### config.mk
export PLATFORM = sky130hd
export DESIGN_NAME = duty_cycled_radio_tx_queue_top
export DESIGN_NICKNAME = d
export VERILOG_FILES = /design/src/design/dcrtq_pkg.sv /design/src/design/duty_cycled_radio_tx_queue_top.sv
export SDC_FILE = /design/constraint.sdc
export NUM_CORES = 1
export LEC_CHECK = 0
export BUFFER_PORTS_ARGS = -buffer_cell sky130_fd_sc_hd__buf_4
export CELL_PAD_IN_SITES_DETAIL_PLACEMENT = 0
export CELL_PAD_IN_SITES_GLOBAL_PLACEMENT = 1
export CORE_UTILIZATION = 45
export DETAILED_ROUTE_END_ITERATION = 8
export PLACE_DENSITY = 0.79
export SLEW_MARGIN = 30
export SYNTH_ARGS = -nofsm -noshare
export SYNTH_HDL_FRONTEND = slang
export SYNTH_SLANG_ARGS = --single-unit
### constraint.sdc
create_clock -name clk -period 6 [get_ports clk]
set_clock_uncertainty 0.15 [all_clocks]
set_input_delay 0.9 -clock clk [delete_from_list [all_inputs] [get_ports clk]]
set_output_delay 0.9 -clock clk [all_outputs]
set_load 0.005 [all_outputs]
### src/design/dcrtq_pkg.sv
// ----------------------------------------------------------------------------
// dcrtq_pkg
// Shared types and constants for the duty-cycled radio transmit queue.
// ----------------------------------------------------------------------------
package dcrtq_pkg;

    localparam int QUEUE_DEPTH = 8;
    localparam int PTR_W       = (QUEUE_DEPTH > 1) ? $clog2(QUEUE_DEPTH) : 1;
    localparam int CFG_IDX_W   = 3;
    localparam int CFG_DATA_W  = 16;

    // Item kinds
    localparam logic [1:0] KIND_TICK   = 2'd0;
    localparam logic [1:0] KIND_SEND   = 2'd1;
    localparam logic [1:0] KIND_DONE   = 2'd2;
    localparam logic [1:0] KIND_BEACON = 2'd3;

    // MAC answers
    localparam logic [1:0] ANS_ACCEPT = 2'd0;
    localparam logic [1:0] ANS_BUSY   = 2'd1;

    // Result status codes
    localparam logic [1:0] ST_OK        = 2'd0;
    localparam logic [1:0] ST_QUEUED    = 2'd1;
    localparam logic [1:0] ST_REFUSED   = 2'd2;
    localparam logic [1:0] ST_TOO_LARGE = 2'd3;

    // Register indexes
    localparam logic [CFG_IDX_W-1:0] CFG_QUEUE_ENABLE      = 3'd0;
    localparam logic [CFG_IDX_W-1:0] CFG_SLOTS_PER_FRAME   = 3'd1;
    localparam logic [CFG_IDX_W-1:0] CFG_FRAMES_PER_CYCLE  = 3'd2;
    localparam logic [CFG_IDX_W-1:0] CFG_ACTIVE_ON_SLOTS   = 3'd3;
    localparam logic [CFG_IDX_W-1:0] CFG_BEACON_MISS_LIMIT = 3'd4;

    // Register reset values
    localparam logic [15:0] RST_SLOTS_PER_FRAME   = 16'd16;
    localparam logic [15:0] RST_FRAMES_PER_CYCLE  = 16'd10;
    localparam logic [15:0] RST_ACTIVE_ON_SLOTS   = 16'd8;
    localparam logic [15:0] RST_BEACON_MISS_LIMIT = 16'd5;

    typedef struct packed {
        logic [1:0]  kind;
        logic [15:0] packet_ref;
        logic [7:0]  packet_length;
        logic [15:0] dest_addr;
        logic [1:0]  mac_answer;
    } item_t;

    typedef struct packed {
        logic [1:0]  status;
        logic        offer_valid;
        logic [15:0] offer_ref;
        logic [7:0]  offer_length;
        logic [15:0] offer_dest;
        logic        radio_enabled;
        logic        radio_restart;
        logic        active_mode;
    } result_t;

    typedef struct packed {
        logic [15:0] packet_ref;
        logic [7:0]  packet_length;
        logic [15:0] dest_addr;
    } desc_t;

endpackage

### src/design/duty_cycled_radio_tx_queue_top.sv
// ----------------------------------------------------------------------------
// duty_cycled_radio_tx_queue_top
// A result strobes on result_valid after start is taken, once the item has passed the input and result registers.
// Throughput: one item per cycle; busy stays low, set by one register stage
// for the item and one for the result around the slot/queue update logic.
// The receiver cannot stall: each result is shown for exactly one cycle.
// Reset: rst_n clears counters, mode, radio (on), queue pointers (empty) and
// the registers to their defaults; queue entries are not cleared.
// ----------------------------------------------------------------------------
module duty_cycled_radio_tx_queue_top
    import dcrtq_pkg::*;
(
    input  logic                  clk,
    input  logic                  rst_n,
    input  logic                  start,
    output logic                  busy,
    input  item_t                 item,
    output logic                  result_valid,
    output result_t               result,
    input  logic                  cfg_valid,
    output logic                  cfg_ready,
    input  logic [CFG_IDX_W-1:0]  cfg_index,
    input  logic [CFG_DATA_W-1:0] cfg_data
);

    localparam logic [PTR_W-1:0] LAST_IDX = PTR_W'(QUEUE_DEPTH - 1);

    // configuration
    logic        queue_enable_reg;
    logic [15:0] slots_per_frame_reg;
    logic [15:0] frames_per_cycle_reg;
    logic [15:0] active_on_slots_reg;
    logic [15:0] beacon_miss_limit_reg;

    // input stage
    logic        in_valid_reg;
    item_t       in_reg;

    // state
    logic        mode_reg, mode_next;
    logic [15:0] slot_reg, slot_next;
    logic [15:0] frame_reg, frame_next;
    logic [15:0] miss_reg, miss_next;
    logic        radio_reg, radio_next;
    logic [PTR_W-1:0] head_reg, head_next;
    logic [PTR_W-1:0] tail_reg, tail_next;
    logic        empty_reg, empty_next;
    desc_t       queue_mem_reg [QUEUE_DEPTH];
    logic        queue_we;
    desc_t       head_desc;
    desc_t       new_desc;

    // result stage
    logic        result_valid_reg;
    result_t     result_reg, result_next;

    logic        cfg_we;
    logic        queue_full;
    logic [PTR_W-1:0] head_inc;
    logic [PTR_W-1:0] tail_inc;

    assign busy      = 1'b0;
    assign cfg_ready = 1'b1;
    assign cfg_we    = cfg_valid && cfg_ready;

    assign head_desc  = queue_mem_reg[head_reg];
    assign queue_full = !empty_reg && (head_reg == tail_reg);
    assign head_inc   = (head_reg == LAST_IDX) ? '0 : head_reg + 1'b1;
    assign tail_inc   = (tail_reg == LAST_IDX) ? '0 : tail_reg + 1'b1;
    assign new_desc   = '{packet_ref: in_reg.packet_ref,
                          packet_length: in_reg.packet_length,
                          dest_addr: in_reg.dest_addr};

    always_comb
    begin
        mode_next   = mode_reg;
        slot_next   = slot_reg;
        frame_next  = frame_reg;
        miss_next   = miss_reg;
        radio_next  = radio_reg;
        head_next   = head_reg;
        tail_next   = tail_reg;
        empty_next  = empty_reg;
        queue_we    = 1'b0;
        result_next = '0;

        if (in_valid_reg) begin
            case (in_reg.kind)
                KIND_TICK:
                begin
                    slot_next = slot_reg + 16'd1;
                    if (slot_next >= slots_per_frame_reg) begin
                        slot_next = '0;
                        if (mode_reg) begin
                            miss_next = miss_reg + 16'd1;
                            if (miss_next >= beacon_miss_limit_reg) begin
                                mode_next = 1'b0;
                            end
                        end else begin
                            frame_next = frame_reg + 16'd1;
                            if (frame_next >= frames_per_cycle_reg) begin
                                frame_next = '0;
                            end
                        end
                    end
                    // frame start: switch on (and flush) or switch off
                    if (slot_next == '0) begin
                        if (mode_next || frame_next == '0) begin
                            empty_next = 1'b1;
                            radio_next = 1'b1;
                            result_next.radio_restart = 1'b1;
                        end else if (frame_next == 16'd1) begin
                            radio_next = 1'b0;
                        end
                    end
                    if (mode_next && slot_next == active_on_slots_reg) begin
                        radio_next = 1'b0;
                    end
                end
                KIND_SEND:
                begin
                    if (!radio_reg) begin
                        result_next.status = ST_REFUSED;
                    end else begin
                        result_next.offer_valid  = 1'b1;
                        result_next.offer_ref    = in_reg.packet_ref;
                        result_next.offer_length = in_reg.packet_length;
                        result_next.offer_dest   = in_reg.dest_addr;
                        if (in_reg.mac_answer == ANS_ACCEPT) begin
                            result_next.status = ST_OK;
                        end else if (in_reg.mac_answer != ANS_BUSY) begin
                            result_next.status = ST_TOO_LARGE;
                        end else if (!queue_enable_reg || queue_full) begin
                            result_next.status = ST_REFUSED;
                        end else begin
                            queue_we = 1'b1;
                            if (empty_reg) begin
                                head_next  = tail_reg;
                                empty_next = 1'b0;
                            end
                            tail_next = tail_inc;
                            result_next.status = ST_QUEUED;
                        end
                    end
                end
                KIND_DONE:
                begin
                    if (queue_enable_reg && !empty_reg && radio_reg) begin
                        result_next.offer_valid  = 1'b1;
                        result_next.offer_ref    = head_desc.packet_ref;
                        result_next.offer_length = head_desc.packet_length;
                        result_next.offer_dest   = head_desc.dest_addr;
                        if (in_reg.mac_answer == ANS_ACCEPT) begin
                            // pop the head
                            head_next  = head_inc;
                            empty_next = (head_inc == tail_reg);
                            result_next.status = ST_OK;
                        end else if (in_reg.mac_answer == ANS_BUSY) begin
                            result_next.status = ST_REFUSED;
                        end else begin
                            result_next.status = ST_TOO_LARGE;
                        end
                    end
                end
                default:
                begin
                    mode_next = 1'b1;
                    miss_next = '0;
                end
            endcase
        end

        // enabling the queue drops whatever it held
        if (cfg_we && cfg_index == CFG_QUEUE_ENABLE && cfg_data[0]) begin
            head_next  = '0;
            tail_next  = '0;
            empty_next = 1'b1;
        end

        result_next.radio_enabled = radio_next;
        result_next.active_mode   = mode_next;
    end

    always_ff @(posedge clk or negedge rst_n)
    begin
        if (!rst_n) begin
            queue_enable_reg      <= 1'b0;
            slots_per_frame_reg   <= RST_SLOTS_PER_FRAME;
            frames_per_cycle_reg  <= RST_FRAMES_PER_CYCLE;
            active_on_slots_reg   <= RST_ACTIVE_ON_SLOTS;
            beacon_miss_limit_reg <= RST_BEACON_MISS_LIMIT;
            in_valid_reg          <= 1'b0;
            mode_reg              <= 1'b0;
            slot_reg              <= '0;
            frame_reg             <= '0;
            miss_reg              <= '0;
            radio_reg             <= 1'b1;
            head_reg              <= '0;
            tail_reg              <= '0;
            empty_reg             <= 1'b1;
            result_valid_reg      <= 1'b0;
        end else begin
            if (cfg_we) begin
                case (cfg_index)
                    CFG_QUEUE_ENABLE:      queue_enable_reg      <= cfg_data[0];
                    CFG_SLOTS_PER_FRAME:   slots_per_frame_reg   <= cfg_data;
                    CFG_FRAMES_PER_CYCLE:  frames_per_cycle_reg  <= cfg_data;
                    CFG_ACTIVE_ON_SLOTS:   active_on_slots_reg   <= cfg_data;
                    CFG_BEACON_MISS_LIMIT: beacon_miss_limit_reg <= cfg_data;
                    default: ;
                endcase
            end
            in_valid_reg     <= start && !busy;
            mode_reg         <= mode_next;
            slot_reg         <= slot_next;
            frame_reg        <= frame_next;
            miss_reg         <= miss_next;
            radio_reg        <= radio_next;
            head_reg         <= head_next;
            tail_reg         <= tail_next;
            empty_reg        <= empty_next;
            result_valid_reg <= in_valid_reg;
        end
    end

    // payload registers, no reset
    always_ff @(posedge clk)
    begin
        if (start && !busy) begin
            in_reg <= item;
        end
        if (in_valid_reg) begin
            result_reg <= result_next;
        end
        if (queue_we) begin
            queue_mem_reg[tail_reg] <= new_desc;
        end
    end

    assign result_valid = result_valid_reg;
    assign result       = result_reg;

    a_item_to_result: assert property (@(posedge clk) disable iff (!rst_n)
        in_valid_reg |=> result_valid_reg)
        else $error("accepted item produced no result");

    a_idle_offer_zero: assert property (@(posedge clk) disable iff (!rst_n)
        result_valid_reg && !result_reg.offer_valid |->
            result_reg.offer_ref == '0 && result_reg.offer_length == '0 &&
            result_reg.offer_dest == '0)
        else $error("offer fields not cleared without an offer");

    a_restart_no_offer: assert property (@(posedge clk) disable iff (!rst_n)
        result_valid_reg && result_reg.radio_restart |->
            !result_reg.offer_valid && result_reg.status == ST_OK)
        else $error("radio restart on a non-tick item");

    a_queued_offered: assert property (@(posedge clk) disable iff (!rst_n)
        result_valid_reg && result_reg.status == ST_QUEUED |->
            result_reg.offer_valid)
        else $error("item queued without an offer");

    a_push_not_full: assert property (@(posedge clk) disable iff (!rst_n)
        queue_we |-> !queue_full && queue_enable_reg && radio_reg)
        else $error("queue written while full, disabled or radio off");

endmodule

# Word-level counts from Yosys, hierarchy flattened
# Memory sizes are Yosys's and may differ from the RTL's.
# Cells that the tools add are included.
dict set report op_classes {
  order_cmp 3
  mux 72
  eq_ne 28
  addsub 5
  reduce_logical 32
  bitwise_logic 1
}
# operator n
set ops {}
lappend ops {{$mux 16} 10}
lappend ops {{$pmux 43 s2} 1}
lappend ops {{$mux 3} 18}
lappend ops {{$add 16x1->16 const B} 3}
lappend ops {{$ge 16x16->1} 3}
lappend ops {{$mux 43} 1}
lappend ops {{$mux 41} 1}
lappend ops {{$logic_not 16->1} 2}
lappend ops {{$mux 1} 32}
lappend ops {{$pmux 16 s2} 1}
lappend ops {{$ne 3x3->1 const B} 9}
lappend ops {{$eq 16x1->1 const B} 1}
lappend ops {{$eq 16x16->1} 1}
lappend ops {{$reduce_and 2->1} 7}
lappend ops {{$mux 2} 5}
lappend ops {{$reduce_and 10->1} 1}
lappend ops {{$eq 3x3->1 const B} 3}
lappend ops {{$reduce_and 9->1} 1}
lappend ops {{$ne 2x1->1 const B} 4}
lappend ops {{$add 3x1->3 const B} 2}
lappend ops {{$eq 3x2->1 const B} 2}
lappend ops {{$eq 3x3->1} 2}
lappend ops {{$logic_and 1x1->1} 6}
lappend ops {{$pmux 3 s2} 1}
lappend ops {{other kinds (17)} 24}
dict set report totals {
  reg_bits 214
  output_inout_bits 49
  ram_bits 320
  elab_cells 170
  in_bits 67
  n_memories 1
}
# name depth word_bits read_ports rd_clocked_by_memory_dff wr line_no
set memory_table {}
lappend memory_table {queue_mem_reg 8 40 1 0 1 duty_cycled_radio_tx_queue_top.sv:48} ;# desc_t queue_mem_reg [QUEUE_DEPTH];

# Depth between registers and ports, before layout
dict set report logic_depth {
  ltp_word 14
  mapped_depth 17
  depth_no_buf 16
}

# Least setup slack after synthesis
# No wires, ideal clock.
dict set report synth_timing {
  kind {flip-flop to flip-flop}
  startpoint {reg in_valid_reg}
  endpoint {mem queue_mem_reg[5][0] (netlist bit), enable pin}
  synth_period_minus_slack_ns 5.818
  n_path_buf 0
  t_required_ns 5.355
  path_stages_with_launch 4
  slack_ns 0.182
  setup_time_ns 0.495
  arrival_ns 5.172
  path_cell_list {dfrtp_1 > nor3b_1 > nand2_1 > nor3b_1}
}
dict set report synth_via {
  elab_chain_len 3
}
# element line_no
set synth_lines {}
lappend synth_lines {{from (decl)} duty_cycled_radio_tx_queue_top.sv:36} ;# logic in_valid_reg;
lappend synth_lines {{from (signal assigned)} duty_cycled_radio_tx_queue_top.sv:213} ;# in_valid_reg <= start && !busy;
lappend synth_lines {{$mux 1} duty_cycled_radio_tx_queue_top.sv:87} ;# if (in_valid_reg) begin
lappend synth_lines {{$mux 1} duty_cycled_radio_tx_queue_top.sv:235} ;# if (queue_we) begin
lappend synth_lines {{$mux 1 (implied by the code)} duty_cycled_radio_tx_queue_top.sv:236} ;# queue_mem_reg[tail_reg] <= new_desc;
lappend synth_lines {{to (decl)} duty_cycled_radio_tx_queue_top.sv:48}
# Every way passes these cells.

# Final worst setup path
dict set report layout_timing {
  startpoint {reg slot_reg[0]}
  endpoint {reg result_reg, in the netlist result[2], data pin}
}
dict set report layout_via {
  elab_chain_len 12
  word_cells_on_any_way 23
  cone_classes {add/sub: 1; order compare: 1; eq/ne: 2; mux: 15; reduce/logical: 4}
}
# element line_no
set layout_lines {}
lappend layout_lines {{from (decl)} duty_cycled_radio_tx_queue_top.sv:41} ;# logic [15:0] slot_reg, slot_next;
lappend layout_lines {{from (signal assigned)} duty_cycled_radio_tx_queue_top.sv:215} ;# slot_reg <= slot_next;
lappend layout_lines {{$add 16x1->16 *} duty_cycled_radio_tx_queue_top.sv:91} ;# slot_next = slot_reg + 16'd1;
lappend layout_lines {{$ge 16x16->1} duty_cycled_radio_tx_queue_top.sv:92} ;# if (slot_next >= slots_per_frame_reg) begin
lappend layout_lines {{$mux 16} duty_cycled_radio_tx_queue_top.sv:92}
lappend layout_lines {{$mux 16} duty_cycled_radio_tx_queue_top.sv:88} ;# case (in_reg.kind)
lappend layout_lines {{$mux 16} duty_cycled_radio_tx_queue_top.sv:87}
lappend layout_lines {{$eq 16x1->1 or $logic_not 16->1 (tied branches)} {duty_cycled_radio_tx_queue_top.sv:112, duty_cycled_radio_tx_queue_top.sv:108}}
lappend layout_lines {{$mux 1 or $logic_or 1x1->1 (tied branches)} {duty_cycled_radio_tx_queue_top.sv:112, duty_cycled_radio_tx_queue_top.sv:108}}
lappend layout_lines {{$mux 1} duty_cycled_radio_tx_queue_top.sv:108} ;# if (mode_next || frame_next == '0) begin
lappend layout_lines {{$mux 1} duty_cycled_radio_tx_queue_top.sv:107} ;# if (slot_next == '0) begin
lappend layout_lines {{$mux 1 *} duty_cycled_radio_tx_queue_top.sv:116} ;# if (mode_next && slot_next == active_on_slots_reg) begin
lappend layout_lines {{$mux 1 *} duty_cycled_radio_tx_queue_top.sv:88}
lappend layout_lines {{$mux 1 *} duty_cycled_radio_tx_queue_top.sv:87}
lappend layout_lines {{net radio_next} duty_cycled_radio_tx_queue_top.sv:44} ;# logic radio_reg, radio_next;
lappend layout_lines {{to (signal assigned)} duty_cycled_radio_tx_queue_top.sv:233} ;# result_reg <= result_next;
lappend layout_lines {{to (decl)} duty_cycled_radio_tx_queue_top.sv:55} ;# result_t result_reg, result_next;
# The timed path passes the listed nets; every way through them passes the cells marked *. The select of a mux whose other input is x is not followed.
# A chain may end at the register's enable or synchronous reset.

==> metrics.md <==
| Metric | Value |
|---|---|
| RSZ-0062 raised after global routing | `no` |
| Area leader, netlist | `edfxtp_1` |
| Setup TNS | `0 ns` |
| Netlist cell types | `68` |
| Reg2reg setup slack | `0.87 ns` |
| Clock sinks | `534` |
| GR Overflow Total | `0` |
| Largest family of logic cells by synthesized area | `multiplexers` |
| Die height | `229 um` |
| Antenna viol nets, final | `0` |
| CTS root buf | `clkbuf_16` |
| Worst flop-to-flop path startpoint | `slot_reg[0]` |
| CTS Hold Bufs | `0` |
| Seq pwr share | `46.3%` |
| Clock share of power | `35.2%` |
| Initial Utilization | `46.0%` |
| Final setup fails | `0` |
| DR iter-0 viols | `1,152` |
| Fmax | `0.195 GHz` |
| Core ar. | `50,500 sq um` |
| Status | `completed` |
| Worst Tran Pin Value | `0.985 ns` |
| Via count | `13,600` |
| Area Growth Syn to Fin | `14.5%` |
| Max clock buf depth | `3` |
| Initial DRT Pass Iterations | `5` |
| First-pass GRT wire length | `81,100 um` |
| # diodes | `0` |
| CP startpoint kind | `flop` |
| Register area share after synthesis | `66.5%` |
| Crit path max fanout | `11` |
| Total track usage | `20.0%` |
| Worst vdd ir | `0.000242 V` |
| Largest net degree at the start of global routing | `76` |
| Max Cap Viol | `0` |
| Post-layout net count | `1,841` |
| Tcrit/Tclk final | `85.5%` |
| Power Internal | `6.96 mW` |
| Reg2Reg Depth | `15` |
| Port buffer count | `113` |
| Crit end category | `flop` |
| Vias in the first global route | `13,900` |
| Synth Area in Compound Gates | `6.31%` |
| DRC Markers | `0` |
| Switching portion of total power | `26.2%` |
| Syn_nets | `1,728` |
| Post-synth EDFFs | `410` |
| Tmin final | `5.13 ns` |
| Final design utilization | `52.7%` |
| FF+latch area | `15,400 sq um` |
| Ys flop type | `edfxtp_1` |
| Slew headroom | `34.3%` |
| I/O pin total | `116` |
| Die W | `229 um` |
| Yosys reg bits | `534` |
| Adder-cell area share of the yosys netlist | `3.18%` |
| Synth warnings | `0` |
| Area of the multi-input gates | `7260 sq um` |
| Comb pwr share | `18.5%` |
| Initial antenna violation count | `0` |
| Post-Synth Simple-Gate Area | `8.63%` |
| H-tree lvl count | `2` |
| Per-cell routed wire length | `21.3 um` |
| Crit Path Category | `reg2reg` |
| CTS tree | `built` |
| Drt via density | `5.60` |
| GPL Wtd Cong | `0.907` |
| Fillers | `4,119` |
| CP arrival | `5.32 ns` |
| CP required | `6.19 ns` |
| Dpl hpwl | `31,400 um` |
| Mean Syn Cell Area | `14.5 sq um` |
| Die area | `52,500 sq um` |
| Cell Rows | `82` |
| Yosys top cell area share | `53.1%` |
| Most common cell in the synthesized netlist | `edfxtp_1` |
| Worst Hold Class | `in2async` |
| Ys async rst share | `23.2%` |
| Mapped Area | `23,200 sq um` |
| Number of buffers created by CTS | `53` |
| WL final | `51,800 um` |
| Top post-synthesis cells by count | `edfxtp_1 (410), nand2_1 (180), o21ai_0 (145)` |
| Post-CTS setup buffer count | `0` |
| Sw power | `2.47 mW` |
| Max reg flops | `320` |
| Top post-synthesis cells by area | `edfxtp_1 (53%), dfrtp_1 (13%), mux4_2 (7.8%)` |
| Post-cts resize count | `0` |
| Worst R2R End | `result[2]` |
| Fraction of layout instances using a drive strength above 1 | `19.7%` |
| Power density cells | `355 nW/um^2` |
| Worst skew pair latency | `0.62 ns` |
| Fin. Hold Viols | `0` |
| Cells after synthesis | `1,602` |
| Proportion of synthesized area in mux cells | `10.9%` |
| Clock transition at path regs | `0.06 ns` |
| Final Max Tran Viols | `0` |
| Leakage power | `9.91 nW` |
| Xor-xnor portion of the synthesized cell area | `2.00%` |
kinds of logic after synthesis:
group                    Yosys count
XOR/XNOR                          53
multiplexers                     150
buffers and inverters            146
AO/OA/AOI/OAI                    244
flip-flops                       534
AND/OR/NAND/NOR                  414
other                              2
adder cells (fa/ha/maj)           59
layout by cell type, fill, tap and decap left out, types with 4 or more instances in the layout:
cell type,n
mux2_2,20
dfrtp_1,112
bufinv_16,6
dfstp_2,8
a211oi_1,6
and4_1,4
nor2_1,50
nor3_1,15
a21oi_1,24
o21a_1,4
inv_1,63
and3_1,12
nor3b_2,4
buf_4,139
a21o_1,12
xor2_1,26
o21ai_0,145
or4_1,5
clkinv_2,10
nand3_1,35
nand2b_1,11
and2_1,46
ha_1,59
o31ai_1,15
xnor2_1,27
edfxtp_1,410
mux2i_1,50
mux4_2,80
clkbuf_1,12
nand4_1,20
o41ai_1,5
clkinv_1,10
clkbuf_16,53
nor4_1,8
nand2_1,180
worst max-delay path, stage by stage, from the launching register on:
cell and delay [ns]:
dfrtp_1 0.51, nand3_1 0.35, nor4b_4 0.51, nand3_1 0.21, xor2_1 0.29, inv_1 0.09, ha_1 0.30, nand4_1 0.15
nor3_1 0.11, a311oi_4 0.44, and2_1 0.49, nand2_1 0.13, a22o_1 0.25, or4_1 0.51, nor4_1 0.24, nor4_1 0.12
power by group through the flow:
stage	Combinational (mW)	Clock (mW)	Sequential, mW
finish	1.74	3.32	4.37
global route	1.90	3.53	4.40
CTS	1.77	3.39	4.37
detailed placement	1.76	0	4.44
global placement	1.74	0	4.43
floorplan	1.37	0	4.35
how the worst max path moves through the flow:
stage	depth (start not counted)	start	endpoint
after floorplan	3	in_valid_reg	queue_mem_reg[5][0]
after global placement	15	slot_reg[0]	result[2]
after detailed placement	15	slot_reg[0]	result[2]
after CTS	15	slot_reg[0]	result[2]
after global routing	15	slot_reg[0]	result[2]
final	15	slot_reg[0]	result[2]
metrics by stage:
step / area (sq um) / power [mW] / setup WS [ns] / hold slack, ns / cells
final: 26600 / 9.43 / 0.868 / 0.162 / 2430
after floorplan: 23200 / 5.72 / 0.182 / 0.320 / 1602
after detailed placement: 24800 / 6.21 / 0.941 / 0.341 / 2332
after CTS: 26600 / 9.53 / 0.955 / 0.284 / 2430
after global routing: 26600 / 9.83 / 0.492 / 0.214 / 2430
after global placement: 24800 / 6.17 / 1.10 / 0.340 / 2332
per-layer routing:
| metal | GRT usage, % | vias up | wire, um |
|---|---|---|---|
| met3 | 3.56 | 71 | 3380 |
| met5 | 0 | - | 0 |
| met2 | 32.9 | 459 | 25000 |
| met4 | 5.13 | 0 | 989 |
| li1 | - | 6224 | - |
| met1 | 27.5 | 6862 | 22400 |
area by class of cell:
type | instances | share of cell area [%]
multi-input cells | 922 | 27.3
well taps | 672 | 3.16
flip-flops and latches | 534 | 58.1
clock inverters | 32 | 1.36
repair buffers | 141 | 4.01
inverters | 63 | 0.890
clock buffers | 66 | 5.21
Note: power is estimated with default switching activity, not from simulation.
